`src/rtl/interval_sort_buffer_roi_flush_top_assert.svh`:
```
// Assertion macros shared by the interval sort buffer RTL.
`ifndef INTERVAL_SORT_BUFFER_ROI_FLUSH_TOP_ASSERT_SVH
`define INTERVAL_SORT_BUFFER_ROI_FLUSH_TOP_ASSERT_SVH

// Same-cycle implication, sampled on aclk, off while in reset.
`define ISBRF_ASSERT_IMP(lbl, ante, cons, msg) \
    lbl: assert property (@(posedge aclk) disable iff (!aresetn) (ante) |-> (cons)) \
        else $error(msg);

// Next-cycle implication, sampled on aclk, off while in reset.
`define ISBRF_ASSERT_NXT(lbl, ante, cons, msg) \
    lbl: assert property (@(posedge aclk) disable iff (!aresetn) (ante) |=> (cons)) \
        else $error(msg);

`endif

```
`src/rtl/isbrf_pkg.sv`:
```
// Types and constants of the interval sort buffer.
package isbrf_pkg;

    typedef struct packed {
        logic [15:0] tag;
        logic [14:0] tid;
        logic [30:0] pos;
        logic [30:0] end_pos;
    } rec_t;

    typedef struct packed {
        logic        enable;
        logic [14:0] tid;
        logic [30:0] start;
        logic [30:0] roi_end;
    } roi_cfg_t;

    localparam int REC_W = $bits(rec_t);

    // result kinds
    localparam logic [1:0] KIND_EMIT  = 2'd0;
    localparam logic [1:0] KIND_NONE  = 2'd1;
    localparam logic [1:0] KIND_FULL  = 2'd2;
    localparam logic [1:0] KIND_MERGE = 2'd3;

    // register indexes
    localparam logic [1:0] REG_ROI_ENABLE = 2'd0;
    localparam logic [1:0] REG_ROI_TID    = 2'd1;
    localparam logic [1:0] REG_ROI_START  = 2'd2;
    localparam logic [1:0] REG_ROI_END    = 2'd3;

    // a orders strictly after b: by id, then start, then end
    function automatic logic rec_after(input rec_t a, input rec_t b);
        rec_after = {a.tid, a.pos, a.end_pos} > {b.tid, b.pos, b.end_pos};
    endfunction

endpackage

```
`src/rtl/isbrf_ram.sv`:
```
// Record store: one write port, one registered read port.
module isbrf_ram
    import isbrf_pkg::*;
#(
    parameter int DEPTH = 32,
    localparam int IDX_W = $clog2(DEPTH)
) (
    input  logic             aclk,
    input  logic             we,
    input  logic [IDX_W-1:0] waddr,
    input  rec_t             wdata,
    input  logic             re,
    input  logic [IDX_W-1:0] raddr,
    output rec_t             rdata
);

    rec_t mem [DEPTH];
    rec_t rdata_reg;

    always_ff @(posedge aclk) begin
        if (we) begin
            mem[waddr] <= wdata;
        end
    end

    // hold read data while no read is issued
    always_ff @(posedge aclk) begin
        if (re) begin
            rdata_reg <= mem[raddr];
        end
    end

    assign rdata = rdata_reg;

endmodule

```
`src/rtl/isbrf_cfg.sv`:
```
// Region-of-interest register bank behind the APB port.
module isbrf_cfg
    import isbrf_pkg::*;
(
    input  logic        aclk,
    input  logic        aresetn,
    input  logic        psel,
    input  logic        penable,
    input  logic        pwrite,
    input  logic [3:0]  paddr,
    input  logic [31:0] pwdata,
    output logic [31:0] prdata,
    output logic        pready,
    output roi_cfg_t    roi
);

    roi_cfg_t roi_reg;
    roi_cfg_t roi_next;
    logic     wr_en;

    assign pready = 1'b1;
    assign wr_en  = psel && penable && pwrite;

    always_comb begin
        roi_next = roi_reg;
        if (wr_en) begin
            case (paddr[3:2])
                REG_ROI_ENABLE: roi_next.enable  = pwdata[0];
                REG_ROI_TID:    roi_next.tid     = pwdata[14:0];
                REG_ROI_START:  roi_next.start   = pwdata[30:0];
                REG_ROI_END:    roi_next.roi_end = pwdata[30:0];
                default:        roi_next = roi_reg;
            endcase
        end
    end

    always_ff @(posedge aclk) begin
        if (!aresetn) begin
            roi_reg <= '0;
        end else begin
            roi_reg <= roi_next;
        end
    end

    always_comb begin
        case (paddr[3:2])
            REG_ROI_ENABLE: prdata = {31'd0, roi_reg.enable};
            REG_ROI_TID:    prdata = {17'd0, roi_reg.tid};
            REG_ROI_START:  prdata = {1'b0, roi_reg.start};
            REG_ROI_END:    prdata = {1'b0, roi_reg.roi_end};
            default:        prdata = 32'd0;
        endcase
    end

    assign roi = roi_reg;

endmodule

```
`src/rtl/interval_sort_buffer_roi_flush_top.sv`:
```
// Interval sort buffer: keeps records sorted in a RAM, flushes up to the region of interest.
// Insert: writes directly into an empty buffer, else shifts larger records up one step per cycle.
// Flush: the RAM walk emits or compacts one record a cycle while the output does not stall.
// A result word shows the cycle after the one that loads it; flush records stream out mid-walk.
// Reset (synchronous, aresetn low) empties the buffer and clears the ROI registers;
// RAM contents are not cleared.
`include "interval_sort_buffer_roi_flush_top_assert.svh"

module interval_sort_buffer_roi_flush_top
    import isbrf_pkg::*;
#(
    parameter int BUFFER_DEPTH = 32
) (
    input  logic        aclk,
    input  logic        aresetn,
    input  logic        s_tvalid,
    output logic        s_tready,
    input  logic [95:0] s_tdata,   // rec_tag, rec_tid, rec_pos, rec_end_pos, zero pad
    input  logic        s_tuser,   // mode
    output logic        m_tvalid,
    input  logic        m_tready,
    output logic [95:0] m_tdata,   // out_tag, out_tid, out_pos, out_end_pos, zero pad
    output logic [1:0]  m_tuser,   // kind
    output logic        m_tlast,
    input  logic        psel,
    input  logic        penable,
    input  logic        pwrite,
    input  logic [3:0]  paddr,
    input  logic [31:0] pwdata,
    output logic [31:0] prdata,
    output logic        pready
);

    localparam int IDX_W = $clog2(BUFFER_DEPTH);
    localparam int CNT_W = $clog2(BUFFER_DEPTH + 1);

    localparam logic [2:0] ST_IDLE     = 3'd0;
    localparam logic [2:0] ST_INS      = 3'd1;
    localparam logic [2:0] ST_INS_PUT  = 3'd2;
    localparam logic [2:0] ST_FL_FIRST = 3'd3;
    localparam logic [2:0] ST_FL_LAST  = 3'd4;
    localparam logic [2:0] ST_WALK     = 3'd5;
    localparam logic [2:0] ST_DONE     = 3'd6;

    localparam logic [1:0] PH_ALL   = 2'd0;
    localparam logic [1:0] PH_LEAD  = 2'd1;
    localparam logic [1:0] PH_GROUP = 2'd2;
    localparam logic [1:0] PH_REST  = 2'd3;

    roi_cfg_t roi;

    logic [2:0]       state_reg, state_next;
    logic [CNT_W-1:0] cnt_reg, cnt_next;
    logic [IDX_W-1:0] idx_reg, idx_next;
    logic [CNT_W-1:0] keep_reg, keep_next;
    logic [1:0]       phase_reg, phase_next;
    rec_t             new_reg, new_next;
    logic [14:0]      tid0_reg, tid0_next;
    logic             roi_hit_reg, roi_hit_next;
    logic [30:0]      lpos_reg, lpos_next;
    logic [1:0]       kind_reg, kind_next;
    logic             pend_valid_reg, pend_valid_next;
    rec_t             pend_rec_reg, pend_rec_next;
    logic             m_tvalid_reg, m_tvalid_next;
    rec_t             m_rec_reg;
    logic [1:0]       m_kind_reg;
    logic             m_last_reg;

    rec_t             in_rec;
    rec_t             ram_rdata;
    logic             ram_we, ram_re;
    logic [IDX_W-1:0] ram_waddr, ram_raddr;
    rec_t             ram_wdata;
    logic [IDX_W-1:0] last_idx;
    logic             full;
    logic             out_free;
    logic             out_load;
    rec_t             out_rec;
    logic [1:0]       out_kind;
    logic             out_last;
    logic             emit, keep_w, stall;
    logic             lead_emit, overlap;

    isbrf_cfg u_cfg (
        .aclk    (aclk),
        .aresetn (aresetn),
        .psel    (psel),
        .penable (penable),
        .pwrite  (pwrite),
        .paddr   (paddr),
        .pwdata  (pwdata),
        .prdata  (prdata),
        .pready  (pready),
        .roi     (roi)
    );

    isbrf_ram #(
        .DEPTH (BUFFER_DEPTH)
    ) u_ram (
        .aclk  (aclk),
        .we    (ram_we),
        .waddr (ram_waddr),
        .wdata (ram_wdata),
        .re    (ram_re),
        .raddr (ram_raddr),
        .rdata (ram_rdata)
    );

    assign in_rec.tag     = s_tdata[15:0];
    assign in_rec.tid     = s_tdata[30:16];
    assign in_rec.pos     = s_tdata[61:31];
    assign in_rec.end_pos = s_tdata[92:62];

    assign s_tready = (state_reg == ST_IDLE);
    assign last_idx = IDX_W'(cnt_reg - 1'b1);
    assign full     = (cnt_reg == CNT_W'(BUFFER_DEPTH));
    assign out_free = !m_tvalid_reg || m_tready;

    // walk decisions on the record just read
    assign lead_emit = (ram_rdata.end_pos <= roi.start);
    assign overlap   = (ram_rdata.end_pos > roi.start) && (ram_rdata.pos < roi.roi_end) &&
                       (ram_rdata.tid == roi.tid);

    always_comb begin
        emit   = 1'b0;
        keep_w = 1'b0;
        case (phase_reg)
            PH_ALL: emit = 1'b1;
            PH_LEAD: begin
                if (lead_emit) begin
                    emit = 1'b1;
                end else begin
                    keep_w = overlap;
                    emit   = !overlap;
                end
            end
            PH_GROUP: begin
                if (ram_rdata.pos == lpos_reg) begin
                    keep_w = overlap;
                    emit   = !overlap;
                end else begin
                    keep_w = 1'b1;
                end
            end
            PH_REST: keep_w = 1'b1;
            default: emit = 1'b0;
        endcase
    end

    assign stall = emit && pend_valid_reg && !out_free;

    always_comb begin
        state_next      = state_reg;
        cnt_next        = cnt_reg;
        idx_next        = idx_reg;
        keep_next       = keep_reg;
        phase_next      = phase_reg;
        new_next        = new_reg;
        tid0_next       = tid0_reg;
        roi_hit_next    = roi_hit_reg;
        lpos_next       = lpos_reg;
        kind_next       = kind_reg;
        pend_valid_next = pend_valid_reg;
        pend_rec_next   = pend_rec_reg;
        ram_we          = 1'b0;
        ram_waddr       = idx_reg;
        ram_wdata       = new_reg;
        ram_re          = 1'b0;
        ram_raddr       = '0;
        out_load        = 1'b0;
        out_rec         = '0;
        out_kind        = KIND_EMIT;
        out_last        = 1'b0;

        case (state_reg)
            ST_IDLE: begin
                if (s_tvalid) begin
                    new_next = in_rec;
                    if (!s_tuser) begin
                        if (full) begin
                            kind_next  = KIND_FULL;
                            state_next = ST_DONE;
                        end else if (cnt_reg == '0) begin
                            ram_we     = 1'b1;
                            ram_waddr  = '0;
                            ram_wdata  = in_rec;
                            cnt_next   = cnt_reg + 1'b1;
                            kind_next  = KIND_NONE;
                            state_next = ST_DONE;
                        end else begin
                            ram_re     = 1'b1;
                            ram_raddr  = last_idx;
                            idx_next   = IDX_W'(cnt_reg);
                            state_next = ST_INS;
                        end
                    end else if (cnt_reg == '0) begin
                        kind_next  = KIND_NONE;
                        state_next = ST_DONE;
                    end else begin
                        ram_re     = 1'b1;
                        ram_raddr  = '0;
                        state_next = ST_FL_FIRST;
                    end
                end
            end
            ST_INS: begin
                // shift larger records up one slot, drop the new one behind equals
                ram_we    = 1'b1;
                ram_waddr = idx_reg;
                if (rec_after(ram_rdata, new_reg)) begin
                    ram_wdata = ram_rdata;
                    idx_next  = idx_reg - 1'b1;
                    if (idx_reg == IDX_W'(1)) begin
                        state_next = ST_INS_PUT;
                    end else begin
                        ram_re    = 1'b1;
                        ram_raddr = idx_reg - IDX_W'(2);
                    end
                end else begin
                    ram_wdata  = new_reg;
                    cnt_next   = cnt_reg + 1'b1;
                    kind_next  = KIND_NONE;
                    state_next = ST_DONE;
                end
            end
            ST_INS_PUT: begin
                ram_we     = 1'b1;
                ram_waddr  = '0;
                ram_wdata  = new_reg;
                cnt_next   = cnt_reg + 1'b1;
                kind_next  = KIND_NONE;
                state_next = ST_DONE;
            end
            ST_FL_FIRST: begin
                tid0_next    = ram_rdata.tid;
                roi_hit_next = roi.enable && (roi.tid == ram_rdata.tid);
                ram_re       = 1'b1;
                ram_raddr    = last_idx;
                state_next   = ST_FL_LAST;
            end
            ST_FL_LAST: begin
                if ((new_reg.tid == tid0_reg) && (new_reg.pos < ram_rdata.pos)) begin
                    kind_next  = KIND_MERGE;
                    state_next = ST_DONE;
                end else begin
                    ram_re     = 1'b1;
                    ram_raddr  = '0;
                    idx_next   = '0;
                    keep_next  = '0;
                    phase_next = roi_hit_reg ? PH_LEAD : PH_ALL;
                    state_next = ST_WALK;
                end
            end
            ST_WALK: begin
                if (!stall) begin
                    if (phase_reg == PH_LEAD && !lead_emit) begin
                        lpos_next  = ram_rdata.pos;
                        phase_next = PH_GROUP;
                    end else if (phase_reg == PH_GROUP && ram_rdata.pos != lpos_reg) begin
                        phase_next = PH_REST;
                    end
                    // hold one emitted word back so the final one can carry last
                    if (emit) begin
                        if (pend_valid_reg) begin
                            out_load = 1'b1;
                            out_rec  = pend_rec_reg;
                        end
                        pend_rec_next   = ram_rdata;
                        pend_valid_next = 1'b1;
                    end
                    if (keep_w) begin
                        ram_we    = 1'b1;
                        ram_waddr = keep_reg[IDX_W-1:0];
                        ram_wdata = ram_rdata;
                        keep_next = keep_reg + 1'b1;
                    end
                    if (idx_reg == last_idx) begin
                        cnt_next   = keep_w ? keep_reg + 1'b1 : keep_reg;
                        kind_next  = KIND_NONE;
                        state_next = ST_DONE;
                    end else begin
                        idx_next  = idx_reg + 1'b1;
                        ram_re    = 1'b1;
                        ram_raddr = idx_reg + 1'b1;
                    end
                end
            end
            ST_DONE: begin
                if (out_free) begin
                    out_load = 1'b1;
                    out_last = 1'b1;
                    if (pend_valid_reg) begin
                        out_rec = pend_rec_reg;
                    end else begin
                        out_kind = kind_reg;
                    end
                    pend_valid_next = 1'b0;
                    state_next      = ST_IDLE;
                end
            end
            default: state_next = ST_IDLE;
        endcase
    end

    always_comb begin
        m_tvalid_next = m_tvalid_reg;
        if (out_load) begin
            m_tvalid_next = 1'b1;
        end else if (m_tready) begin
            m_tvalid_next = 1'b0;
        end
    end

    always_ff @(posedge aclk) begin
        if (!aresetn) begin
            state_reg      <= ST_IDLE;
            cnt_reg        <= '0;
            pend_valid_reg <= 1'b0;
            m_tvalid_reg   <= 1'b0;
        end else begin
            state_reg      <= state_next;
            cnt_reg        <= cnt_next;
            pend_valid_reg <= pend_valid_next;
            m_tvalid_reg   <= m_tvalid_next;
        end
    end

    always_ff @(posedge aclk) begin
        idx_reg      <= idx_next;
        keep_reg     <= keep_next;
        phase_reg    <= phase_next;
        new_reg      <= new_next;
        tid0_reg     <= tid0_next;
        roi_hit_reg  <= roi_hit_next;
        lpos_reg     <= lpos_next;
        kind_reg     <= kind_next;
        pend_rec_reg <= pend_rec_next;
        if (out_load) begin
            m_rec_reg  <= out_rec;
            m_kind_reg <= out_kind;
            m_last_reg <= out_last;
        end
    end

    assign m_tvalid = m_tvalid_reg;
    assign m_tuser  = m_kind_reg;
    assign m_tlast  = m_last_reg;
    assign m_tdata  = {3'b000, m_rec_reg.end_pos, m_rec_reg.pos, m_rec_reg.tid, m_rec_reg.tag};

    `ISBRF_ASSERT_IMP(a_cnt_bound, 1'b1, cnt_reg <= CNT_W'(BUFFER_DEPTH), "record count over depth")
    `ISBRF_ASSERT_NXT(a_busy_after_accept, s_tvalid && s_tready, state_reg != ST_IDLE, "accepted word left block idle")
    `ISBRF_ASSERT_IMP(a_pend_in_flush, pend_valid_reg, state_reg == ST_WALK || state_reg == ST_DONE, "pending word outside flush")
    `ISBRF_ASSERT_IMP(a_keep_behind_read, state_reg == ST_WALK, keep_reg <= CNT_W'(idx_reg), "compaction overtook read pointer")
    `ISBRF_ASSERT_IMP(a_load_needs_room, out_load, out_free, "output register overwritten")

endmodule
```
`config.mk`:
```
export PLATFORM = sky130hd
export DESIGN_NAME = interval_sort_buffer_roi_flush_top
export DESIGN_NICKNAME = d
export VERILOG_FILES = /design/src/rtl/isbrf_pkg.sv /design/src/rtl/isbrf_ram.sv /design/src/rtl/isbrf_cfg.sv /design/src/rtl/interval_sort_buffer_roi_flush_top.sv
export VERILOG_INCLUDE_DIRS = /design/src /design/src/rtl
export SDC_FILE = /design/constraint.sdc
export NUM_CORES = 2
export LEC_CHECK = 0
export CAP_MARGIN = 10
export CORE_MARGIN = 3
export CORE_UTILIZATION = 52
export CTS_CLUSTER_SIZE = 10
export DETAILED_ROUTE_END_ITERATION = 8
export DONT_BUFFER_PORTS = 1
export GPL_ROUTABILITY_DRIVEN = 0
export GPL_TIMING_DRIVEN = 0
export MAX_ROUTING_LAYER = met4
export PLACE_DENSITY = 0.67
export SYNTH_ARGS = -nofsm -noshare
export SYNTH_HDL_FRONTEND = slang
export SYNTH_HIERARCHICAL = 1
export SYNTH_SLANG_ARGS = --single-unit
```
`constraint.sdc`:
```
create_clock -name aclk -period 17.5 [get_ports aclk]
set_input_delay 1.75 -clock aclk [delete_from_list [all_inputs] [get_ports aclk]]
set_output_delay 1.75 -clock aclk [all_outputs]
set_load 0.1 [all_outputs]
```
; Word level (Yosys, flattened, before mapping)
; Memory sizes are Yosys's and may differ from the RTL's. A register that Yosys moved wholly into a read port is not among the register bits.
; Cells that the tools add are included.
[classes]
add_sub_neg = 6
n_lt_le_gt_ge = 5
eq_ne = 36
n_mux = 114
n_bitwise = 3
n_reduce_logical = 41
[ops]
columns = cell, count
row1 = $mux W93, 11
row2 = $pmux W93 S3, 1
row3 = $pmux W93 S2, 1
row4 = $pmux W32 S4, 1
row5 = $mux W5, 22
row6 = $gt A77 B77 Y1, 1
row7 = $lt A31 B31 Y1, 2
row8 = $mux W6, 10
row9 = $eq A15 B15 Y1, 3
row10 = $pmux W5 S4, 2
row11 = $eq A31 B31 Y1, 1
row12 = $gt A31 B31 Y1, 1
row13 = $le A31 B31 Y1, 1
row14 = $mux W1, 31
row15 = $ne A31 B31 Y1, 1
row16 = $mux W3, 10
row17 = $mux W2, 13
row18 = $ne A2 B2 Y1 const B, 13
row19 = $pmux W6 S4, 1
row20 = $pmux W3 S7, 1
row21 = $pmux W5 S3, 1
row22 = $add A6 B1 Y6 const B, 2
row23 = $pmux W6 S2, 1
row24 = $logic_and A1 B1 Y1, 10
row25 = 36 further kinds, 64
[word_totals]
reg_bits = 433
ram_bits = 2976
inputBits = 140
output_inout_bits = 134
elab_cells = 235
n_memories = 1
[mem_list]
columns = name, words, width, read_ports, rd_ports_with_merged_regs, wr, line
row1 = u_ram.mem, 32, 93, 1, 1, 1, isbrf_ram.sv:17  ; rec_t mem [DEPTH];

; Depth between registers and ports, before layout
[depth]
ltp_word = 12
mapped_depth = 21
mapped_depth_nobuf = 16

; Modules after synthesis
; Netlist, hierarchy kept.
[by_module_without_submodules]
columns = module, instances, cells_per_inst, area_each_um2
row1 = isbrf_ram, 1, 5435, 115853.6
row2 = interval_sort_buffer_roi_flush_top, 1, 1720, 19302.3
row3 = isbrf_cfg, 1, 367, 3568.4

; Worst setup path before layout
; OpenSTA, ideal clock, no wires.
[synth_path]
path_kind = input to register
startpoint = input s_tuser
endpoint = memory u_ram/mem[17][0] in the netlist's numbering (enable)
t_arrival_ps = 7232
t_required_ps = 16954
path_slack_ps = 9722
path_stages = 7
n_path_buf = 0
cell_sequence = nor2_1 > and2_1 > o21ai_0 > nand2_1 > o21ai_0 > or3b_2 > nor2_1
[synth_lines]
columns = element, line
row1 = "start, declared", interval_sort_buffer_roi_flush_top.sv:19  ; input logic s_tuser,
row2 = $mux W5, interval_sort_buffer_roi_flush_top.sv:179  ; if (!s_tuser) begin
row3 = $mux W5, interval_sort_buffer_roi_flush_top.sv:177  ; if (s_tvalid) begin
row4 = $pmux W5 S3, interval_sort_buffer_roi_flush_top.sv:175  ; case (state_reg)
row5 = net ram_waddr[4], interval_sort_buffer_roi_flush_top.sv:72  ; logic [IDX_W-1:0] ram_waddr, ram_raddr;
row6 = "end, declared", isbrf_ram.sv:17
; The timed path passes the listed nets, and every way through them passes these cells.

; Final worst setup path
[layout_path]
startpoint = register, netlist name u_ram/rdata[73]
endpoint = register, netlist name u_ram/rdata[48]
[layout_between]
elab_chain_cells = 9
[layout_rtl]
columns = element, line
row1 = branches (longest 8 deep; another with $gt A77 B77 Y1), -
row2 = $pmux W5 S4 *, interval_sort_buffer_roi_flush_top.sv:175
row3 = net ram_raddr[2], interval_sort_buffer_roi_flush_top.sv:72
; Mark *: on every way through the listed nets, which the timed path passes.
; A chain may end at the register's enable or synchronous reset.

==> results.md <==
* Status: finished with violations
* Failing checks: capacitance limit, slew limit
* Internal power at 18.1 mW
* Port Buf Inserts at 0
* Clock tree buffer depth at 4
* Mapped Area at 139000 sq um
* Largest net degree at the start of global routing at 58
* Worst Skew at 61.5 ps
* Die span in x at 523 um
* Distinct cells, synth at 90
* Crit-path max cell delay at 1120 ps
* DP Area at 148000 sq um
* Pwr dens at 178 nW/um^2
* Vias in the first global route at 76800
* Worst-Margin Slew at 1520 ps
* Crit path max fanout at 10
* Critical path type: reg2reg
* Post-layout min period at 9010 ps
* # IOs at 274
* Top FF cell, synth: edfxtp_1
* Max Cap Viol at 1
* TritonCTS buffer count at 395
* Asr flop ratio synth at 0%
* Core Region at 264000 sq um
* Post-CTS setup buffers at 0
* Synth top area share at 73.9%
* Synth Instances at 7522
* Area delta synth->final at 14.4%
* # nets final at 8460
* DR vias/cell at 6.80
* Count leader, synth: edfxtp_1
* Initial core utilization at 52.6%
* Final hold slack at 447 ps
* EDFF count, synth at 3413
* First-pass DRT Iterations at 9
* Crit start category: register
* Clock Latency Late Sink at 930 ps
* Combinational Power Share at 31.1%
* Post-CTS sizing at 0
* Fin crit share at 51.5%
* # setup viols final at 0
* Reg2reg end: u_ram/rdata[48]
* Die Y at 523 um
* HP Class: reg2reg
* CTS tree: built
* Sequential fraction of the synthesis area at 75.2%
* FF-to-FF path depth at 17
* Initial antenna violation count at 41
* Routed len/inst at 39.0 um
* Routed WL at 461000 um
* H-tree depth at 5
* Row cnt at 188
* Global-route wire length before repair at 622000 um
* RSZ-0062 raised after global routing: no
* Hold-fix buffers, CTS at 0
* CTS Root Buffer Type: clkbuf_16
* Fin util at 60.1%
* Total global routing overflow at 0
* Dpl hpwl at 321000 um
* Avg Cell Area, Syn at 18.4 sq um
* DR iter-0 viols at 13000
* Clk pwr share at 25.3%
* Register-to-register setup slack at 8490 ps
* Synth area leader: edfxtp_1
* Clock sink count at 3502
* Clock transition at path regs at 50 ps
* Sequential power share at 43.6%
* Hold depth at 0
* Die area at 273000 sq um
* Worst path most repeated cell: nand4_1
* Crit. End Element: register
* Most flops, register: u_ram/mem
* R2R Path Start: u_ram/rdata[73]
* Fraction of layout cells with a size suffix above 1 at 16.5%
* Max FFs per register at 2976
* Static Leak at 50.4 nW
* HP Start: u_ram/rdata[85]
* #FFs+latches synth at 3502
* Synth cell count leaders: edfxtp_1 (3413), mux2i_1 (837), a22oi_1 (621)
* Sw power at 10.1 mW
* Hold EP: pend_rec_reg[85]
* Overall routing resource usage at 34.4%
* Drt drc at 0
* Setup TNS at 0 ps
* Final instance area at 159000 sq um
* Final Hold Vio Count at 0
* CP arrival at 9750 ps
* Post-DRT Antenna Nets at 0
* YS warnings at 6
* Via count at 80300
* Max IR drop VDD at 111 uV
* Slew HR at -1.01%
* Sw Share at 35.8%
* Req. time, crit path at 18250 ps
* Sequence of cells on the critical path: ha_1, nand4_1, nor2_1, nand4_1, o21ba_1, a221oi_1, o2bb2ai_2, or4_4, o21ai_0, buf_2, nor2b_1, buf_2, nor2b_1, buf_1, clkbuf_1, a22oi_1, nand4_1
* Max Freq at 111 MHz
* Slowest cell on crit path: clkbuf_1
* Final Max Slew Viols at 11
* Pwr Total at 28.2 mW
* Largest cells by area after synthesis: edfxtp_1 (74%), mux4_2 (6.1%), mux2i_1 (6.0%)
## routing by layer
layer | global-route usage, % | part of all wire, %
met5 | - | 0
met4 | 18.3 | 6.4
met3 | 11.0 | 15
met2 | 50.3 | 45
met1 | 42.8 | 34
## per-stage QoR
stage	worst slack, ps	std cells
5_1_grt	8760	11800
2_1_floorplan	9720	7524
3_5_place_dp	9090	11200
6_report	8490	11800
4_1_cts	9040	11700
3_3_place_gp	1810	11000
## cells by family (layout without fill, tap and decap cells)
family          Yosys count  count (layout)  synth area share, %
other cells               3              80              0.00812
fa+ha+maj               177             177                 1.60
xor+xnor                 80              80                0.505
flops                  3502            3502                 75.2
buf+inv                 591            1284                 2.06
compound gates          905             905                 4.74
mux                    1227            1227                 12.2
simple gates           1037            1037                 3.69
## final cells by class
type | count | area (sq um)
buffer | 399 | 2150
inverter | 192 | 721
clock inverter | 21 | 300
timing repair buffer | 222 | 4550
clock buffer | 450 | 10200
antenna | 75 | 188
tap | 3515 | 4400
fill | 18600 | 105000
multi-input combinational | 3431 | 31900
sequential | 3502 | 104000
## how the worst max path moves through the flow
stage	from	to	slack (ps)	cells after the start
6_report	u_ram/rdata[73]	u_ram/rdata[48]	8490	17
5_1_grt	u_ram/rdata[73]	u_ram/rdata[48]	8760	17
4_1_cts	u_ram/rdata[73]	u_ram/rdata[48]	9040	17
3_5_place_dp	u_ram/rdata[73]	u_ram/rdata[48]	9090	17
3_3_place_gp	u_ram/rdata[25]	u_ram/mem[12][20]	1810	11
2_1_floorplan	s_tuser	u_ram/mem[17][0]	9720	7
## placed cells by master (no fill, tap or decap), types with 46 or more instances in the layout
cell type	count
edfxtp_1	3413
mux2i_1	837
a22oi_1	621
clkbuf_16	399
nand2_1	384
mux4_2	374
nand3_1	212
clkbuf_1	195
inv_1	191
ha_1	177
buf_12	155
buf_2	144
nand4_1	113
and2_1	105
dfxtp_1	89
a21oi_1	84
diode_2	75
nor2_1	55
xnor2_1	55
buf_4	46
## power groups by stage
stage | sequential (mW) | combinational (mW) | clock (mW)
global placement | 12.7 | 7.80 | 0
CTS | 12.3 | 8.46 | 7.19
global route | 12.3 | 9.04 | 7.51
finish | 12.3 | 8.79 | 7.14
detailed placement | 12.4 | 8.43 | 0
floorplan | 12.0 | 4.63 | 0
## critical path, delay by kind of cell (launching register included)
kind	cells	cell delay, ps
AO/OA/AOI/OAI	5	2290
flip-flops	1	740
AND/OR/NAND/NOR	7	2540
buffers and inverters	4	2690
adder cells (fa/ha/maj)	1	500
(Power assumes the default switching activity.)
